[config.mk]
export PLATFORM = sky130hd
export DESIGN_NAME = lcg_ranged_random_draw
export DESIGN_NICKNAME = d
export VERILOG_FILES = /design/src/hdl/lrrd_pkg.sv /design/src/hdl/lrrd_lcg.sv /design/src/hdl/lrrd_mod.sv /design/src/hdl/lcg_ranged_random_draw.sv
export SDC_FILE = /design/constraint.sdc
export NUM_CORES = 1
export LEC_CHECK = 0
export BUFFER_PORTS_ARGS = -buffer_cell sky130_fd_sc_hd__buf_2
export CAP_MARGIN = 20
export CORE_ASPECT_RATIO = 1.2
export CORE_MARGIN = 2
export CORE_UTILIZATION = 55
export CTS_BUF_LIST = sky130_fd_sc_hd__clkbuf_4
export DETAILED_ROUTE_END_ITERATION = 6
export PLACE_DENSITY = 0.74
export SLEW_MARGIN = 25
export SYNTH_ARGS = -nofsm -noshare
export SYNTH_HDL_FRONTEND = slang
export SYNTH_SLANG_ARGS = --single-unit
[constraint.sdc]
create_clock -name clk -period 4.7 [get_ports clk]
set_input_delay 0.47 -clock clk [delete_from_list [all_inputs] [get_ports clk]]
set_output_delay 0.47 -clock clk [all_outputs]
set_load 0.02 [all_outputs]
[src/hdl/lrrd_pkg.sv]
package lrrd_pkg;

	localparam int WordW   = 32;
	localparam int RawW    = 15;
	localparam int RawLsb  = 16;
	localparam int MulBits = 18;
	localparam int DivW    = RawW + 1;

	localparam logic [MulBits-1:0] LcgMul  = 18'd214013;
	localparam logic [WordW-1:0]   LcgAdd  = 32'd2531011;
	localparam logic [WordW-1:0]   LcgSeed = 32'd1;

	// divisor used when the span reaches past the raw range: keeps raw as is
	localparam logic [DivW-1:0] DivFull = 16'h8000;

	localparam logic OpReseed = 1'b0;
	localparam logic OpDraw   = 1'b1;

	typedef struct packed {
		logic load;
		logic start;
	} lrrd_lcg_ctl_t;

endpackage

[src/hdl/lrrd_lcg.sv]
module lrrd_lcg (
	input  logic                          clk,
	input  logic                          arst_n,
	input  lrrd_pkg::lrrd_lcg_ctl_t       ctl,
	input  logic [lrrd_pkg::WordW-1:0]    seed,
	output logic [lrrd_pkg::WordW-1:0]    state,
	output logic                          done
);
	import lrrd_pkg::*;

	localparam int CntW = $clog2(MulBits);

	logic [WordW-1:0]   state_q;
	logic [WordW-1:0]   mcand_q;
	logic [WordW-1:0]   acc_q;
	logic [WordW-1:0]   acc_next;
	logic [MulBits-1:0] mplier_q;
	logic [CntW-1:0]    cnt_q;
	logic               busy_q;
	logic               done_q;
	logic               last;

	// one multiplier bit per cycle, lsb first
	assign acc_next = acc_q + (mplier_q[0] ? mcand_q : '0);
	assign last     = (cnt_q == CntW'(MulBits - 1));

	always_ff @(posedge clk or negedge arst_n) begin
		if (!arst_n) begin
			state_q <= LcgSeed;
			busy_q  <= 1'b0;
			done_q  <= 1'b0;
			cnt_q   <= '0;
		end else begin
			done_q <= 1'b0;
			if (ctl.load) begin
				state_q <= seed;
			end else if (ctl.start) begin
				busy_q <= 1'b1;
				cnt_q  <= '0;
			end else if (busy_q) begin
				cnt_q <= cnt_q + CntW'(1);
				if (last) begin
					busy_q  <= 1'b0;
					done_q  <= 1'b1;
					state_q <= acc_next;
				end
			end
		end
	end

	always_ff @(posedge clk) begin
		if (ctl.start) begin
			mcand_q  <= state_q;
			mplier_q <= LcgMul;
			acc_q    <= LcgAdd;
		end else if (busy_q) begin
			acc_q    <= acc_next;
			mcand_q  <= {mcand_q[WordW-2:0], 1'b0};
			mplier_q <= {1'b0, mplier_q[MulBits-1:1]};
		end
	end

	assign state = state_q;
	assign done  = done_q;

endmodule

[src/hdl/lrrd_mod.sv]
module lrrd_mod (
	input  logic                         clk,
	input  logic                         arst_n,
	input  logic                         start,
	input  logic [lrrd_pkg::RawW-1:0]    dividend,
	input  logic [lrrd_pkg::DivW-1:0]    divisor,
	output logic [lrrd_pkg::RawW-1:0]    remainder,
	output logic                         done
);
	import lrrd_pkg::*;

	localparam int CntW = $clog2(RawW);

	logic [DivW-1:0] rem_q;
	logic [DivW-1:0] div_q;
	logic [RawW-1:0] dvd_q;
	logic [DivW-1:0] trial;
	logic [CntW-1:0] cnt_q;
	logic            busy_q;
	logic            done_q;

	// restoring step: bring in the next dividend bit, subtract if it fits
	assign trial = {rem_q[DivW-2:0], dvd_q[RawW-1]};

	always_ff @(posedge clk or negedge arst_n) begin
		if (!arst_n) begin
			busy_q <= 1'b0;
			done_q <= 1'b0;
			cnt_q  <= '0;
		end else begin
			done_q <= 1'b0;
			if (start) begin
				busy_q <= 1'b1;
				cnt_q  <= '0;
			end else if (busy_q) begin
				cnt_q <= cnt_q + CntW'(1);
				if (cnt_q == CntW'(RawW - 1)) begin
					busy_q <= 1'b0;
					done_q <= 1'b1;
				end
			end
		end
	end

	always_ff @(posedge clk) begin
		if (start) begin
			rem_q <= '0;
			dvd_q <= dividend;
			div_q <= divisor;
		end else if (busy_q) begin
			rem_q <= (trial >= div_q) ? (trial - div_q) : trial;
			dvd_q <= {dvd_q[RawW-2:0], 1'b0};
		end
	end

	assign remainder = rem_q[RawW-1:0];
	assign done      = done_q;

endmodule

[src/hdl/lcg_ranged_random_draw.sv]
// Ranged random draw from a 32-bit linear congruential generator
// (state = state * 214013 + 2531011, reset state 1). A reseed transaction
// (op 0) loads the state in the cycle it is accepted and returns nothing.
// A draw transaction (op 1) orders min/max into lo/hi, advances the state
// and returns lo + (state bits 30..16) mod (hi - lo + 1); a span above
// 2^31-1 returns zero with span_error set and leaves the state alone. A
// draw goes from acceptance through the span check, the bit-serial
// constant multiply of the generator and the restoring remainder of the
// 15-bit raw value to the final add; a draw with a span error skips the
// multiply and the remainder. in_stall stays high while a draw is in
// flight; the result sits in an output register, so the next transaction
// is accepted while a finished result still waits on out_stall.
module lcg_ranged_random_draw (
	input  logic                               clk,
	input  logic                               arst_n,
	input  logic                               in_valid,
	output logic                               in_stall,
	input  logic                               op,
	input  logic [lrrd_pkg::WordW-1:0]         seed_value,
	input  logic signed [lrrd_pkg::WordW-1:0]  min_value,
	input  logic signed [lrrd_pkg::WordW-1:0]  max_value,
	output logic                               out_valid,
	input  logic                               out_stall,
	output logic signed [lrrd_pkg::WordW-1:0]  number,
	output logic                               span_error
);
	import lrrd_pkg::*;

	typedef enum logic [4:0] {
		ST_IDLE = 5'b00001,
		ST_SPAN = 5'b00010,
		ST_LCG  = 5'b00100,
		ST_MOD  = 5'b01000,
		ST_OUT  = 5'b10000
	} st_t;

	st_t state_q;

	// draw operands, held for the whole transaction
	logic signed [WordW-1:0] lo_q;
	logic signed [WordW-1:0] hi_q;
	logic [DivW-1:0]         div_q;
	logic                    err_q;

	// output register
	logic                    out_valid_q;
	logic signed [WordW-1:0] number_q;
	logic                    span_error_q;

	logic                    in_acc;
	logic                    out_free;
	logic [WordW-1:0]        span;
	logic                    span_wide;

	lrrd_lcg_ctl_t           lcg_ctl;
	logic [WordW-1:0]        lcg_state;
	logic                    lcg_done;
	logic                    mod_start;
	logic [RawW-1:0]         mod_rem;
	logic                    mod_done;

	assign in_stall = (state_q != ST_IDLE);
	assign in_acc   = in_valid && !in_stall;
	assign out_free = !out_valid_q || !out_stall;

	// unsigned distance between the ordered bounds
	assign span = hi_q - lo_q;
	// span at or above the raw range: remainder leaves raw unchanged
	assign span_wide = (|span[WordW-2:RawW]) || (&span[RawW-1:0]);

	// generator load on reseed, serial step once the span checks out
	assign lcg_ctl.load  = in_acc && (op == OpReseed);
	assign lcg_ctl.start = (state_q == ST_SPAN) && !span[WordW-1];

	// raw value is taken the cycle the new state lands
	assign mod_start = (state_q == ST_LCG) && lcg_done;

	lrrd_lcg u_lcg (
		.clk    (clk),
		.arst_n (arst_n),
		.ctl    (lcg_ctl),
		.seed   (seed_value),
		.state  (lcg_state),
		.done   (lcg_done)
	);

	lrrd_mod u_mod (
		.clk       (clk),
		.arst_n    (arst_n),
		.start     (mod_start),
		.dividend  (lcg_state[RawLsb +: RawW]),
		.divisor   (div_q),
		.remainder (mod_rem),
		.done      (mod_done)
	);

	// sequencer
	always_ff @(posedge clk or negedge arst_n) begin
		if (!arst_n) begin
			state_q <= ST_IDLE;
			err_q   <= 1'b0;
		end else begin
			case (state_q)
				ST_IDLE: begin
					if (in_acc && (op == OpDraw)) begin
						state_q <= ST_SPAN;
					end
				end
				ST_SPAN: begin
					err_q <= span[WordW-1];
					if (span[WordW-1]) begin
						state_q <= ST_OUT;
					end else begin
						state_q <= ST_LCG;
					end
				end
				ST_LCG: begin
					if (lcg_done) begin
						state_q <= ST_MOD;
					end
				end
				ST_MOD: begin
					if (mod_done) begin
						state_q <= ST_OUT;
					end
				end
				ST_OUT: begin
					if (out_free) begin
						state_q <= ST_IDLE;
					end
				end
				default: begin
					state_q <= ST_IDLE;
				end
			endcase
		end
	end

	// bounds ordered on acceptance, divisor formed from the span
	always_ff @(posedge clk) begin
		if (in_acc && (op == OpDraw)) begin
			if (max_value < min_value) begin
				lo_q <= max_value;
				hi_q <= min_value;
			end else begin
				lo_q <= min_value;
				hi_q <= max_value;
			end
		end
		if (state_q == ST_SPAN) begin
			div_q <= span_wide ? DivFull : ({1'b0, span[RawW-1:0]} + DivW'(1));
		end
	end

	// output register
	always_ff @(posedge clk or negedge arst_n) begin
		if (!arst_n) begin
			out_valid_q <= 1'b0;
		end else if ((state_q == ST_OUT) && out_free) begin
			out_valid_q <= 1'b1;
		end else if (!out_stall) begin
			out_valid_q <= 1'b0;
		end
	end

	always_ff @(posedge clk) begin
		if ((state_q == ST_OUT) && out_free) begin
			span_error_q <= err_q;
			if (err_q) begin
				number_q <= '0;
			end else begin
				number_q <= lo_q + $signed({{(WordW - RawW){1'b0}}, mod_rem});
			end
		end
	end

	assign out_valid  = out_valid_q;
	assign number     = number_q;
	assign span_error = span_error_q;

endmodule

==> qor.yml <==
setup_ws_ns: 0.311
clkSinkCount: 290
critPathRequiredTime_ns: 5.24
synthMostInstantiatedCell: "nand2_1"
avgViaCountPerCell: 5.60
crit_chain: "inv_1, ha_1, inv_1, fa_1, a211o_1, a2111oi_4, o21bai_1, o21ai_2, o31ai_1, nand2_1, a31oi_1, or4_1, or4_1, buf_4, nor3_1"
numCtsBuffers: 75
r2r-end: "div_q[2]"
endpoint_kind: "flip-flop"
status: "finished clean"
stdcell_area_um2: 20200
ioPinCount: 136
antenna_found_initial: 2
grtUsageTotal_pct: 23.8
htreeDepth: 3
ys_ff_latch: 290
fin_setup_tns_ns: 0
grt_pass1_wl_um: 66500
tightest_slew_ns: 0.829
start_util_pct: 55.6
crit_start: "hi_q[0]"
leakage_nw: 9.01
ys_seq_area_share_pct: 43.7
yosysTopAreaCellShare_pct: 29.4
clkTransAtPathRegs_ns: 0.07
drt-initial-drc-count: 746
cts_tree: "yes"
clock_tree.root_cell: "clkbuf_4"
gp_congestion: 0.905
syn_area_um2: 17900
slew_headroom_pct: 44.7
min_path_type: "input port to flip-flop"
fp.coreArea_um2: 32200
pre_cts_ws_ns: 0.332
rr_worst_depth: 15
routed.top_layer: "met4"
met3WireLength_um: 1830
hpwl_um: 28400
area.growth.synth_to_final_pct: 12.8
maxCapViolations: 0
max_freq_mhz: 228
synth_cell_type_count: 76
wire_per_inst_um: 15.8
synth_warnings: 0
fin_crit_ns: 4.39
via_count: 14080
slowest_stage: "or4_1"
yosys.area.top_type: "edfxtp_1"
worst_ep_arrival_time_ns: 4.93
r2r-start: "hi_q[0]"
placedCellCount: 2356
hold_viol_final: 0
final_nets: 2280
clock_latency_ns: 0.73
wl_met1_um: 16700
grt_overflow: 0
syn_inst: 1868
r2r_slack_ns: 0.31
firstDrtPassIters: 5
whs_ns: 0.0509
fp.dieH_um: 202
drive_above_1_share_pct: 17.8
drv_slew: 0
endpoint: "div_q[2]"
syn_nets: 2101
cts_buffer_depth: 3
finalNonFillerCells: 2516
worst_clock_skew_ns: 0.0443
synthArstFlopShare_pct: 17.6
powerDensity_nw_per_um2: 500
ys_top_cells_by_area: "edfxtp_1 29%, ha_1 8.9%, dfxtp_1 7.2%"
post-route-drc-count: 0
grt_max_degree: 66
die_w_um: 169
critical_path_class: "flip-flop to flip-flop"
irDropWorstVdd_mv: 0.192
post-route-period-util_pct: 93.4
slowest_delay_ns: 0.55
place_area_um2: 19000
synth_edf_count: 175
setup_viol: 0
grt_setup_unrepaired: "false"
rows: 72
port_buffers: 134
met2_length_um: 20000
yosys-top-cells-count: "265 x nand2_1, 175 x edfxtp_1, 169 x nor2_1"
routed_wl_um: 39800
path_max_fanout: 15
final_antenna_net_count: 0
synth-main-ff-cell: "edfxtp_1"
avgSynthCellArea_um2: 9.58
worstSetupStartpointType: "flip-flop"
grt_pass1_vias: 14192
die-area_um2: 34000
power by group:
group	switching (mW)	internal (mW)	total [mW]
clock	1.06	1.12	2.17
combinational	2.30	1.74	4.04
sequential	0.430	3.45	3.88
cell families (layout without fill, tap and decap cells):
group | Yosys count | after routing | synth area share, %
fa+ha+maj | 132 | 132 | 9.40
buf+inv | 198 | 437 | 4.30
xor+xnor | 98 | 98 | 4.80
simple gates | 659 | 659 | 17.0
mux | 116 | 116 | 6.94
flops | 290 | 290 | 43.7
compound gates | 375 | 375 | 13.9
other cells | 0 | 2 | 0
how the worst min path moves through the flow:
stage	startpoint	to	slack, ns	depth (start not counted)
after floorplan	arst_n	err_q	0.17	0
final	seed_value[9]	u_lcg.state[9]	0.05	3
after global placement	div_q[5]	u_mod.div_q[5]	0.40	0
after detailed placement	div_q[1]	u_mod.div_q[1]	0.40	0
after global routing	seed_value[16]	u_lcg.state[16]	0.02	3
after CTS	seed_value[6]	u_lcg.state[6]	0.006	3
state kept, by name (all words and copies together) (netlist names):
| register | flops |
|---|---|
| div_q | 16 |
| err_q | 1 |
| hi_q | 32 |
| lo_q | 32 |
| number | 32 |
| out_valid | 1 |
| span_error | 1 |
| state_q | 5 |
| u_lcg.acc_q | 31 |
| u_lcg.busy_q | 1 |
| u_lcg.cnt_q | 5 |
| u_lcg.done | 1 |
| u_lcg.mcand_q | 31 |
| u_lcg.mplier_q | 18 |
| u_lcg.state | 31 |
| u_mod.busy_q | 1 |
| u_mod.cnt_q | 4 |
| u_mod.div_q | 16 |
| u_mod.done | 1 |
| u_mod.dvd_q | 15 |
| u_mod.rem_q | 15 |
what timing repair did:
| action | 4_1_cts | 5_1_grt |
|---|---|---|
| hold buffers | 21 | 0 |
| setup buffers | 0 | 0 |
| hold endpoints to repair | 69 | 0 |
| resized for setup | 0 | 0 |
critical path, delay by kind of cell (launching register included):
family                   cells  cell delay [ns]
AO/OA/AOI/OAI                6             1.47
AND/OR/NAND/NOR              4             1.43
adder cells (fa/ha/maj)      2             0.56
buffers and inverters        3             0.38
flip-flops                   1             0.36
placed cells by master (no fill, tap or decap), types with 65 or more instances in the layout:
master    instances
edfxtp_1        175
inv_1           124
nand2_1         265
mux2_2           65
xnor2_1          67
a21oi_1          97
o21ai_0          66
buf_2           134
ha_1            128
clkbuf_4        107
nor2_1          168
per-layer routing:
layer | up-vias | GRT usage, %
met2 | 341 | 41.5
met5 | - | 0
met3 | 91 | 4.11
li1 | 7020 | -
met1 | 6628 | 28.6
met4 | 0 | 10.7
area by class of cell:
cell class              instances  area (µm²)
repair buffers                176        1080
clock buffers                 107         803
fillers                      2658       12000
diodes                          2        5.00
flip-flops and latches        290        7820
well taps                     407         509
multi-input cells            1380        9350
clock inverters                30         156
inverters                     124         465
per-stage QoR:
step                      power [mW]  util [%]
after detailed placement        7.91      59.1
after global routing            10.9      62.8
after floorplan                 6.95         -
final                           10.1      62.8
after CTS                       10.2      62.8
after global placement          7.76      59.0
Power figures use the tool's default switching activity.
